--- src/rtl/dnp_pkg.sv ---
// ----------------------------------------------------------------------------
// dnp_pkg
// Shared types and constants of the decimal number text parser: character
// classes, parse phases, result status codes and the queue item format.
// ----------------------------------------------------------------------------
package dnp_pkg;

   // Character codes the parser recognises
   localparam logic [7:0] CH_ZERO  = 8'h30;  // '0'
   localparam logic [7:0] CH_NINE  = 8'h39;  // '9'
   localparam logic [7:0] CH_DOT   = 8'h2E;  // '.'
   localparam logic [7:0] CH_EXP_U = 8'h45;  // 'E'
   localparam logic [7:0] CH_EXP_L = 8'h65;  // 'e'
   localparam logic [7:0] CH_MINUS = 8'h2D;  // '-'
   localparam logic [7:0] CH_PLUS  = 8'h2B;  // '+'
   localparam logic [7:0] CH_SPACE = 8'h20;  // ' '
   localparam logic [7:0] CH_TAB   = 8'h09;  // horizontal tab

   // Mantissa accumulator limits: largest value that may still take a digit
   localparam logic [63:0] MANT_LIMIT   = 64'h1999_9999_9999_9999;
   localparam logic [3:0]  MANT_LAST_DG = 4'd5;
   localparam logic [7:0]  FRAC_MAX     = 8'hFF;

   // Queue between front and back
   localparam int QUEUE_DEPTH = 4;
   localparam int QUEUE_AW    = $clog2(QUEUE_DEPTH);

   // Stream widths
   localparam int REQ_DATA_W = 8;
   localparam int RSP_DATA_W = 88;

   // Result format register codes
   localparam logic [1:0] KIND_DOUBLE = 2'd0;
   localparam logic [1:0] KIND_SINGLE = 2'd1;
   localparam logic [1:0] KIND_OTHER  = 2'd2;

   typedef enum logic [2:0] {
      CLS_BLANK,
      CLS_DIGIT,
      CLS_DOT,
      CLS_EXP,
      CLS_MINUS,
      CLS_PLUS,
      CLS_OTHER
   } char_class_type;

   typedef enum logic [2:0] {
      PH_LEAD,
      PH_INT,
      PH_FRAC,
      PH_ESIGN,
      PH_EXP,
      PH_TRAIL
   } phase_type;

   typedef enum logic [1:0] {
      ST_OK,
      ST_BAD,
      ST_SIZE
   } status_type;

   // One classified character as it travels through the queue
   typedef struct packed {
      char_class_type cls;
      logic [3:0]     digit;
      logic           last;
      logic           empty;
   } item_type;

endpackage

--- src/rtl/decimal_number_text_parser_core.sv ---
// ----------------------------------------------------------------------------
// decimal_number_text_parser_core
// Streaming parser of decimal floating-point text into sign, decimal
// mantissa, fraction digit count and exponent.
// ----------------------------------------------------------------------------
// One character item is taken per clock cycle while the queue has room. A
// token's last character is written into the four-entry queue, and the parse
// engine then loads the result register from it; a finished result waiting
// to be taken can hold that load. The parse engine does the 64-bit
// multiply-by-ten-and-add of one digit per cycle while digits flow. Input
// stalls only when the queue is full, which happens only while a finished
// result waits to be taken.
// ----------------------------------------------------------------------------
module decimal_number_text_parser_core (
   input  logic                           clock,
   input  logic                           reset,
   // Result format register
   input  logic                           csr_wr_en,
   input  logic [1:0]                     csr_wr_data,  // [1:0] target_kind
   // Character stream
   input  logic                           req_tvalid,
   output logic                           req_tready,
   input  logic [dnp_pkg::REQ_DATA_W-1:0] req_tdata,    // [7:0] ch
   input  logic                           req_tlast,    // last
   input  logic                           req_tuser,    // [0] empty_req
   // Result stream
   output logic                           rsp_tvalid,
   input  logic                           rsp_tready,
   // [0] negative, [64:1] mantissa, [65] mantissa_saturated,
   // [73:66] fraction_digits, [81:74] exponent_value, [82] exponent_negative
   output logic [dnp_pkg::RSP_DATA_W-1:0] rsp_tdata,
   output logic [1:0]                     rsp_tuser     // [1:0] status
);

   logic [1:0]        kind_ff;
   logic              queue_full, push, pop, pop_valid;
   dnp_pkg::item_type push_item, pop_item;

   // Result format register
   always_ff @(posedge clock) begin
      if (reset) begin
         kind_ff <= dnp_pkg::KIND_DOUBLE;
      end else if (csr_wr_en) begin
         kind_ff <= csr_wr_data;
      end
   end

   dnp_front u_front (
      .req_tvalid (req_tvalid),
      .req_tready (req_tready),
      .req_tdata  (req_tdata),
      .req_tlast  (req_tlast),
      .req_tuser  (req_tuser),
      .queue_full (queue_full),
      .push       (push),
      .push_item  (push_item)
   );

   dnp_queue u_queue (
      .clock     (clock),
      .reset     (reset),
      .push      (push),
      .push_item (push_item),
      .full      (queue_full),
      .pop       (pop),
      .pop_valid (pop_valid),
      .pop_item  (pop_item)
   );

   dnp_back u_back (
      .clock       (clock),
      .reset       (reset),
      .target_kind (kind_ff),
      .pop_valid   (pop_valid),
      .pop_item    (pop_item),
      .pop         (pop),
      .rsp_tvalid  (rsp_tvalid),
      .rsp_tready  (rsp_tready),
      .rsp_tdata   (rsp_tdata),
      .rsp_tuser   (rsp_tuser)
   );

endmodule

--- src/rtl/dnp_front.sv ---
// ----------------------------------------------------------------------------
// dnp_front
// Input side: takes one character item when the queue has room and sorts the
// character into a class, with its digit value, before queueing it.
// ----------------------------------------------------------------------------
module dnp_front (
   input  logic                              req_tvalid,
   output logic                              req_tready,
   input  logic [dnp_pkg::REQ_DATA_W-1:0]    req_tdata,   // [7:0] ch
   input  logic                              req_tlast,
   input  logic                              req_tuser,   // [0] empty_req
   input  logic                              queue_full,
   output logic                              push,
   output dnp_pkg::item_type                 push_item
);

   dnp_pkg::char_class_type cls;

   // Character classification
   always_comb begin
      if (req_tdata inside {[dnp_pkg::CH_ZERO:dnp_pkg::CH_NINE]}) begin
         cls = dnp_pkg::CLS_DIGIT;
      end else begin
         case (req_tdata)
            dnp_pkg::CH_SPACE,
            dnp_pkg::CH_TAB:   cls = dnp_pkg::CLS_BLANK;
            dnp_pkg::CH_DOT:   cls = dnp_pkg::CLS_DOT;
            dnp_pkg::CH_EXP_U,
            dnp_pkg::CH_EXP_L: cls = dnp_pkg::CLS_EXP;
            dnp_pkg::CH_MINUS: cls = dnp_pkg::CLS_MINUS;
            dnp_pkg::CH_PLUS:  cls = dnp_pkg::CLS_PLUS;
            default:           cls = dnp_pkg::CLS_OTHER;
         endcase
      end
   end

   // Handshake and queue write
   assign req_tready      = !queue_full;
   assign push            = req_tvalid && !queue_full;
   assign push_item.cls   = cls;
   assign push_item.digit = req_tdata[3:0];
   assign push_item.last  = req_tlast;
   assign push_item.empty = req_tuser;

endmodule

--- src/rtl/dnp_queue.sv ---
// ----------------------------------------------------------------------------
// dnp_queue
// Short first-in first-out queue of classified items between front and back.
// ----------------------------------------------------------------------------
module dnp_queue (
   input  logic              clock,
   input  logic              reset,
   input  logic              push,
   input  dnp_pkg::item_type push_item,
   output logic              full,
   input  logic              pop,
   output logic              pop_valid,
   output dnp_pkg::item_type pop_item
);

   dnp_pkg::item_type              slot_ff [dnp_pkg::QUEUE_DEPTH];
   logic [dnp_pkg::QUEUE_AW-1:0]   wr_ptr_ff, wr_ptr_in;
   logic [dnp_pkg::QUEUE_AW-1:0]   rd_ptr_ff, rd_ptr_in;
   logic [dnp_pkg::QUEUE_AW:0]     count_ff, count_in;

   localparam logic [dnp_pkg::QUEUE_AW:0] DEPTH_CNT = (dnp_pkg::QUEUE_AW+1)'(dnp_pkg::QUEUE_DEPTH);
   localparam logic [dnp_pkg::QUEUE_AW-1:0] LAST_SLOT =
      dnp_pkg::QUEUE_AW'(dnp_pkg::QUEUE_DEPTH - 1);

   assign full      = (count_ff == DEPTH_CNT);
   assign pop_valid = (count_ff != '0);
   assign pop_item  = slot_ff[rd_ptr_ff];

   // Pointer and fill level update
   always_comb begin
      wr_ptr_in = wr_ptr_ff;
      rd_ptr_in = rd_ptr_ff;
      count_in  = count_ff;
      if (push) begin
         wr_ptr_in = (wr_ptr_ff == LAST_SLOT) ? '0 : wr_ptr_ff + 1'b1;
      end
      if (pop) begin
         rd_ptr_in = (rd_ptr_ff == LAST_SLOT) ? '0 : rd_ptr_ff + 1'b1;
      end
      if (push && !pop) begin
         count_in = count_ff + 1'b1;
      end else if (pop && !push) begin
         count_in = count_ff - 1'b1;
      end
   end

   always_ff @(posedge clock) begin
      if (reset) begin
         wr_ptr_ff <= '0;
         rd_ptr_ff <= '0;
         count_ff  <= '0;
      end else begin
         wr_ptr_ff <= wr_ptr_in;
         rd_ptr_ff <= rd_ptr_in;
         count_ff  <= count_in;
      end
   end

   // Item storage
   always_ff @(posedge clock) begin
      if (push) begin
         slot_ff[wr_ptr_ff] <= push_item;
      end
   end

`ifndef SYNTHESIS
   a_count_bound: assert property (@(posedge clock) disable iff (reset)
      count_ff <= DEPTH_CNT)
      else $error("queue fill level above depth");

   a_no_underflow: assert property (@(posedge clock) disable iff (reset)
      pop |-> pop_valid)
      else $error("queue read while empty");
`endif

endmodule

--- src/rtl/dnp_back.sv ---
// ----------------------------------------------------------------------------
// dnp_back
// Parse engine: steps the token phase per classified item, accumulates the
// mantissa, fraction count and exponent, and registers one result per token.
// ----------------------------------------------------------------------------
module dnp_back (
   input  logic                           clock,
   input  logic                           reset,
   input  logic [1:0]                     target_kind,
   input  logic                           pop_valid,
   input  dnp_pkg::item_type              pop_item,
   output logic                           pop,
   output logic                           rsp_tvalid,
   input  logic                           rsp_tready,
   // [0] negative, [64:1] mantissa, [65] mantissa_saturated,
   // [73:66] fraction_digits, [81:74] exponent_value, [82] exponent_negative
   output logic [dnp_pkg::RSP_DATA_W-1:0] rsp_tdata,
   output logic [1:0]                     rsp_tuser    // [1:0] status
);

   localparam logic [63:0] MANT_LIMIT_L = dnp_pkg::MANT_LIMIT;

   // Token state
   dnp_pkg::phase_type phase_ff, phase_in, ph_next;
   logic               bad_ff, bad_in, bad_next;
   logic               sign_ff, sign_in, sign_next;
   logic [63:0]        acc_ff, acc_in, acc_next;
   logic               sat_ff, sat_in, sat_next;
   logic [7:0]         frac_ff, frac_in, frac_next;
   logic [7:0]         exp_ff, exp_in, exp_next;
   logic               eneg_ff, eneg_in, eneg_next;

   // Result register
   logic               out_valid_ff, out_valid_in;
   dnp_pkg::status_type status_ff, status_in;
   logic               neg_ff, neg_in;
   logic [63:0]        mant_ff, mant_in;
   logic               msat_ff, msat_in;
   logic [7:0]         fdig_ff, fdig_in;
   logic [7:0]         eval_ff, eval_in;
   logic               eneg_out_ff, eneg_out_in;

   dnp_pkg::phase_type eff_phase;
   dnp_pkg::char_class_type cls;
   logic               ends, take, lead_blank, lead_sign;
   logic               add_dig, add_frac, add_exp;
   logic [63:0]        acc_x10;
   logic               acc_over;
   logic [7:0]         exp_x10;

   assign cls  = pop_item.cls;
   assign ends = pop_item.empty || pop_item.last;
   // Items that end a token need room in the result register
   assign pop  = pop_valid && (!ends || !out_valid_ff || rsp_tready);
   assign take = pop && !pop_item.empty && !bad_ff;

   assign lead_blank = (phase_ff == dnp_pkg::PH_LEAD) && (cls == dnp_pkg::CLS_BLANK);
   assign lead_sign  = (phase_ff == dnp_pkg::PH_LEAD) &&
                       (cls inside {dnp_pkg::CLS_MINUS, dnp_pkg::CLS_PLUS});
   // A first non-blank that is no sign is handled as an integer character
   assign eff_phase  = (phase_ff == dnp_pkg::PH_LEAD) ? dnp_pkg::PH_INT : phase_ff;

   // Phase and malformed flag, before any end-of-token clear
   always_comb begin
      ph_next  = phase_ff;
      bad_next = bad_ff;
      add_dig  = 1'b0;
      add_frac = 1'b0;
      add_exp  = 1'b0;
      if (take && !lead_blank) begin
         ph_next = eff_phase;
         if (lead_sign) begin
            ph_next = dnp_pkg::PH_INT;
         end else begin
            case (eff_phase)
               dnp_pkg::PH_INT: begin
                  case (cls)
                     dnp_pkg::CLS_DIGIT: add_dig  = 1'b1;
                     dnp_pkg::CLS_DOT:   ph_next  = dnp_pkg::PH_FRAC;
                     dnp_pkg::CLS_EXP:   ph_next  = dnp_pkg::PH_ESIGN;
                     dnp_pkg::CLS_BLANK: ph_next  = dnp_pkg::PH_TRAIL;
                     default:            bad_next = 1'b1;
                  endcase
               end
               dnp_pkg::PH_FRAC: begin
                  case (cls)
                     dnp_pkg::CLS_DIGIT: begin
                        add_dig  = 1'b1;
                        add_frac = 1'b1;
                     end
                     dnp_pkg::CLS_EXP:   ph_next  = dnp_pkg::PH_ESIGN;
                     dnp_pkg::CLS_BLANK: ph_next  = dnp_pkg::PH_TRAIL;
                     default:            bad_next = 1'b1;
                  endcase
               end
               dnp_pkg::PH_ESIGN: begin
                  case (cls)
                     dnp_pkg::CLS_PLUS,
                     dnp_pkg::CLS_MINUS: ph_next  = dnp_pkg::PH_EXP;
                     default:            bad_next = 1'b1;
                  endcase
               end
               dnp_pkg::PH_EXP: begin
                  case (cls)
                     dnp_pkg::CLS_DIGIT: add_exp  = 1'b1;
                     dnp_pkg::CLS_BLANK: ph_next  = dnp_pkg::PH_TRAIL;
                     default:            bad_next = 1'b1;
                  endcase
               end
               dnp_pkg::PH_TRAIL: begin
                  if (cls != dnp_pkg::CLS_BLANK) begin
                     bad_next = 1'b1;
                  end
               end
               default: bad_next = 1'b1;
            endcase
         end
      end
   end

   // Digit arithmetic: times ten as two shifts and an add
   assign acc_x10  = {acc_ff[60:0], 3'b000} + {acc_ff[62:0], 1'b0};
   assign acc_over = (acc_ff > MANT_LIMIT_L) ||
                     (acc_ff == MANT_LIMIT_L && pop_item.digit > dnp_pkg::MANT_LAST_DG);
   assign exp_x10  = {exp_ff[4:0], 3'b000} + {exp_ff[6:0], 1'b0};

   // Accumulators and signs
   always_comb begin
      sign_next = sign_ff;
      acc_next  = acc_ff;
      sat_next  = sat_ff;
      frac_next = frac_ff;
      exp_next  = exp_ff;
      eneg_next = eneg_ff;
      if (take && lead_sign && cls == dnp_pkg::CLS_MINUS) begin
         sign_next = 1'b1;
      end
      if (add_dig && !sat_ff) begin
         if (acc_over) begin
            acc_next = '1;
            sat_next = 1'b1;
         end else begin
            acc_next = acc_x10 + {60'd0, pop_item.digit};
         end
      end
      if (add_frac && frac_ff != dnp_pkg::FRAC_MAX) begin
         frac_next = frac_ff + 8'd1;
      end
      if (add_exp) begin
         exp_next = exp_x10 + {4'd0, pop_item.digit};
      end
      if (take && eff_phase == dnp_pkg::PH_ESIGN && !lead_sign) begin
         if (cls == dnp_pkg::CLS_MINUS) begin
            eneg_next = 1'b1;
         end else if (cls == dnp_pkg::CLS_PLUS) begin
            eneg_next = 1'b0;
         end
      end
   end

   // Token state update, cleared when a token ends and its result is loaded
   always_comb begin
      if (pop && ends) begin
         phase_in = dnp_pkg::PH_LEAD;
         bad_in   = 1'b0;
         sign_in  = 1'b0;
         acc_in   = '0;
         sat_in   = 1'b0;
         frac_in  = '0;
         exp_in   = '0;
         eneg_in  = 1'b0;
      end else begin
         phase_in = ph_next;
         bad_in   = bad_next;
         sign_in  = sign_next;
         acc_in   = acc_next;
         sat_in   = sat_next;
         frac_in  = frac_next;
         exp_in   = exp_next;
         eneg_in  = eneg_next;
      end
   end

   // Result register: loaded at token end, freed when taken
   always_comb begin
      out_valid_in = out_valid_ff;
      status_in    = status_ff;
      neg_in       = neg_ff;
      mant_in      = mant_ff;
      msat_in      = msat_ff;
      fdig_in      = fdig_ff;
      eval_in      = eval_ff;
      eneg_out_in  = eneg_out_ff;
      if (pop && ends) begin
         out_valid_in = 1'b1;
         if (pop_item.empty || bad_next) begin
            status_in = dnp_pkg::ST_BAD;
         end else if (target_kind >= dnp_pkg::KIND_OTHER) begin
            status_in = dnp_pkg::ST_SIZE;
         end else begin
            status_in = dnp_pkg::ST_OK;
         end
         if (status_in == dnp_pkg::ST_OK) begin
            neg_in      = sign_next;
            mant_in     = acc_next;
            msat_in     = sat_next;
            fdig_in     = frac_next;
            eval_in     = exp_next;
            eneg_out_in = eneg_next;
         end else begin
            neg_in      = 1'b0;
            mant_in     = '0;
            msat_in     = 1'b0;
            fdig_in     = '0;
            eval_in     = '0;
            eneg_out_in = 1'b0;
         end
      end else if (rsp_tready) begin
         out_valid_in = 1'b0;
      end
   end

   always_ff @(posedge clock) begin
      if (reset) begin
         phase_ff     <= dnp_pkg::PH_LEAD;
         bad_ff       <= 1'b0;
         sign_ff      <= 1'b0;
         acc_ff       <= '0;
         sat_ff       <= 1'b0;
         frac_ff      <= '0;
         exp_ff       <= '0;
         eneg_ff      <= 1'b0;
         out_valid_ff <= 1'b0;
      end else begin
         phase_ff     <= phase_in;
         bad_ff       <= bad_in;
         sign_ff      <= sign_in;
         acc_ff       <= acc_in;
         sat_ff       <= sat_in;
         frac_ff      <= frac_in;
         exp_ff       <= exp_in;
         eneg_ff      <= eneg_in;
         out_valid_ff <= out_valid_in;
      end
   end

   always_ff @(posedge clock) begin
      status_ff   <= status_in;
      neg_ff      <= neg_in;
      mant_ff     <= mant_in;
      msat_ff     <= msat_in;
      fdig_ff     <= fdig_in;
      eval_ff     <= eval_in;
      eneg_out_ff <= eneg_out_in;
   end

   // Output packing
   assign rsp_tvalid = out_valid_ff;
   assign rsp_tuser  = status_ff;
   assign rsp_tdata  = {5'd0, eneg_out_ff, eval_ff, fdig_ff, msat_ff, mant_ff, neg_ff};

`ifndef SYNTHESIS
   a_clear_after_end: assert property (@(posedge clock) disable iff (reset)
      (pop && ends) |=> (phase_ff == dnp_pkg::PH_LEAD && !bad_ff && acc_ff == '0))
      else $error("token state not cleared after result");

   a_error_fields_zero: assert property (@(posedge clock) disable iff (reset)
      (out_valid_ff && status_ff != dnp_pkg::ST_OK) |-> (mant_ff == '0 && !neg_ff))
      else $error("error result carries non-zero fields");

   a_saturated_all_ones: assert property (@(posedge clock) disable iff (reset)
      sat_ff |-> (acc_ff == '1))
      else $error("saturated mantissa not at maximum");
`endif

endmodule
--- config.mk ---
export PLATFORM = sky130hd
export DESIGN_NAME = decimal_number_text_parser_core
export DESIGN_NICKNAME = d
export VERILOG_FILES = /design/src/rtl/dnp_pkg.sv /design/src/rtl/decimal_number_text_parser_core.sv /design/src/rtl/dnp_front.sv /design/src/rtl/dnp_queue.sv /design/src/rtl/dnp_back.sv
export SDC_FILE = /design/constraint.sdc
export NUM_CORES = 1
export LEC_CHECK = 0
export ABC_AREA = 1
export ABC_CLOCK_PERIOD_IN_PS = 4100
export BUFFER_PORTS_ARGS = -buffer_cell sky130_fd_sc_hd__buf_2
export CAP_MARGIN = 10
export CELL_PAD_IN_SITES_DETAIL_PLACEMENT = 1
export CELL_PAD_IN_SITES_GLOBAL_PLACEMENT = 1
export CORE_AREA = 3 3 139 276
export CTS_CLUSTER_DIAMETER = 50
export DETAILED_ROUTE_END_ITERATION = 10
export DIE_AREA = 0 0 142 279
export PLACE_DENSITY = 0.84
export SYNTH_ARGS = -nofsm -noshare
export SYNTH_HDL_FRONTEND = slang
export SYNTH_SLANG_ARGS = --single-unit
--- constraint.sdc ---
create_clock -name clock -period 4.1 [get_ports clock]
set_input_delay 0.615 -clock clock [delete_from_list [all_inputs] [get_ports clock]]
set_output_delay 0.615 -clock clock [all_outputs]
set_load 0.02 [all_outputs]
==> run metrics <==
Tot Pwr=0.00876 W; Synth top area share=0.228; crit path cell chain=inv_2 > nand2_1 > a32oi_1 > inv_1 > fa_1 > inv_1 > ha_1 > nand3_1 > nand3_1 > nand3_1 > nand3b_1 > nand2_1 > nand2_1 > nand2_1 > nand2_1 > nand2_1 > nand2_1 > o21ai_1 > nor2_1; arrival time at the worst endpoint=4020 ps; R2R setup slack=360 ps; PD cells=491 mW/mm2; Worst-path clk slew=70 ps; core area=0.0365 mm2; Worst Tran Pin Value=966 ps; Synth area leaders=edfxtp_1 (23%), nand2_1 (18%), dfxtp_1 (12%); post-DR wirelength/cell=18.9 um; Resize count post-CTS=0; Layout area overhead=11.9%; I/O Pins=109; Ant. Diodes=0; Setup Viol. Count Final=0; Iteration-0 DRC Markers=553; antenna violations before repair=0; post-synthesis compound-gate area fraction=0.0593; placed cells=2917; CTS Buf Count=23; CTS HTree Levels=1; clock sinks=219; Leak=9.58 nW; grt total ovfl=0; Die Width=142 um; Pre-antenna DRT Iters=4; max incr delay on CP=540 ps; IO Port Bufs=102; Clock Path Buffers=3; Hold Crit Class=input pin to register; Synth Area in Simple Gates=0.332; GRT Util Overall=0.284; Max stage delay cell, worst path=fa_1; Switching Share=0.416; first-pass GRT wire length=87.4 mm; die footprint=0.0396 mm2; Worst setup SP type=register; commonest cells after routing, fill and taps aside=nand2_1 (753), inv_1 (438), nor2_1 (325); hold buffer count at cts=0; residual DRC count=0; nets@finish=2649; post-synthesis mux area share=0; clock skew=13.2 ps; Max Fclk=0.267 GHz; Hold Startpoint=req_tlast; setup bufs post-CTS=0; clock power share=0.243; Seq/Total Area, Yosys=0.351; Adder-Cell Fraction of Synth Area=0.115; vias per cell=5.14; fin crit share=0.912; crit end category=register; Initial Utilization=0.436; R2R Path End=u_back.mant_ff[53]$_SDFFCE_PP0P_; Synth area leader=edfxtp_1; layout cells sized above 1=0.0799; final wirelength=55.8 mm; EDFF count, synth=121; #FFs+latches synth=219; relative slew slack=0.354; final setup TNS=0 ps; row count=99; status=complete, no violations; NetSw=0.00364 W; Tmin final=3740 ps; Gate Count Post-Synth=2364; commonest non-fill, non-tap cell in the layout=nand2_1; post-synthesis cell type count=49; Post-Layout Cell Count=2958; Crit Path Category=register to register; Cell Int Power=0.00511 W; Antenna Nets Post-Route=0; largest net degree at the start of global routing=50; combinational share of power=0.381; Critical Path RT=4380 ps; Avg Cell Area, Syn=6.74 um2; die height=279 um; Synth async-reset ratio=0; yosys warns=0; Synth Area in XOR/XNOR=0.0242; crit-path max FO=8; placer's final routability congestion estimate=0.999; reg2reg path depth=19; clk_lat worst skew=540 ps; vias in the first global route=16800; RSZ-0062 raised after global routing=false; Hold Crit Depth=1; CTS tree=yes; Synth Cell Area=0.0159 mm2; Sequential Power Share=0.376; WHS Endpoint=u_queue.slot_ff[1][1]$_DFFE_PP_; final hold violations=0; Slew Limit Fails=0; max_cap viols=0; dpl hpwl=46.9 mm; VDD IR max=0.640 mV; Clock Tree Root=clkbuf_16; Synth Flop Type=edfxtp_1; largest family of logic cells by synthesized area=simple AND/OR/NAND/NOR gates; CP most frequent cell=nand2_1; vias post-DR=15200
==> Yosys cell counts, drive strengths merged (2+ instances only) <==
cell and count:
a21oi 58, a31oi 2, and2 3, buf 34, clkbuf 8, dfxtp 98, edfxtp 121, fa 5
ha 139, inv 441, nand2 759, nand3 106, nand3b 6, nand4 22, nor2 328, nor3 31
nor4 8, o21ai 100, o21bai 6, or2 31, xnor2 11, xor2 33
==> worst max path at each step <==
stage	to	slack, ps	depth (start not counted)
CTS	u_back.mant_ff[53]$_SDFFCE_PP0P_	330	19
global placement	u_back.mant_ff[61]$_SDFFCE_PP0P_	450	19
floorplan	u_back.mant_ff[54]$_SDFFCE_PP0P_	810	19
finish	u_back.mant_ff[53]$_SDFFCE_PP0P_	360	19
detailed placement	u_back.mant_ff[53]$_SDFFCE_PP0P_	410	19
global route	u_back.mant_ff[50]$_SDFFCE_PP0P_	90	21
==> power groups by stage <==
stage | clock [W] | sequential, W | combinational, W
6_report | 0.00213 | 0.00329 | 0.00334
2_1_floorplan | 0 | 0.00387 | 0.00164
4_1_cts | 0.00218 | 0.00330 | 0.00340
3_3_place_gp | 0 | 0.00331 | 0.00326
5_1_grt | 0.00227 | 0.00335 | 0.00366
3_5_place_dp | 0 | 0.00333 | 0.00337
==> routing by layer <==
metal / track usage / share of wire / up-vias
li1: - / - / 7573
met1: 0.254 / 0.33 / 7233
met2: 0.575 / 0.57 / 242
met3: 0.0219 / 0.018 / 152
met4: 0.191 / 0.083 / 0
met5: 0 / 0 / -
==> flip-flops by register name (all words and copies together), names as in the netlist, 8 cells and up, named ones only <==
signal	flops
u_back.eval_ff	8
u_back.acc_ff	64
u_queue.slot_ff	36
u_back.exp_ff	8
u_back.fdig_ff	8
u_back.frac_ff	8
u_back.mant_ff	64
==> area by class of cell <==
type                       count  area, um2
clock inverter                16        161
sequential                   219       5600
timing repair buffer         137        786
clock buffer                  25        593
multi-input combinational   1666       8480
inverter                     441       1660
fill                        4917      18700
tap                          454        568
==> metrics by stage <==
step                area, um2  setup slack, ps  utilization  hold WS [ps]
floorplan               16000              811            -           427
global placement        17100              449        0.468           435
detailed placement      17100              408        0.468           450
CTS                     17800              333        0.488           262
global route            17800             89.6        0.488           281
finish                  17800              360        0.488           294
==> logic make-up (layout without fill, tap and decap cells) <==
family | count (synthesis) | after routing
xor gates and xnor gates | 44 | 44
and+or+nand+nor | 1295 | 1295
other | 1 | 5
AOI/OAI and AO/OA | 178 | 178
DFF | 219 | 219
adders and majority gates | 144 | 144
buffers and inverters | 483 | 619
==> critical path, delay by kind of cell (launching register included) <==
family / cells / cell delay, ps
and+or+nand+nor: 12 / 1440
adders and majority gates: 2 / 840
AOI/OAI and AO/OA: 2 / 470
DFF: 1 / 390
buffers and inverters: 3 / 320
(Power assumes the default switching activity.)
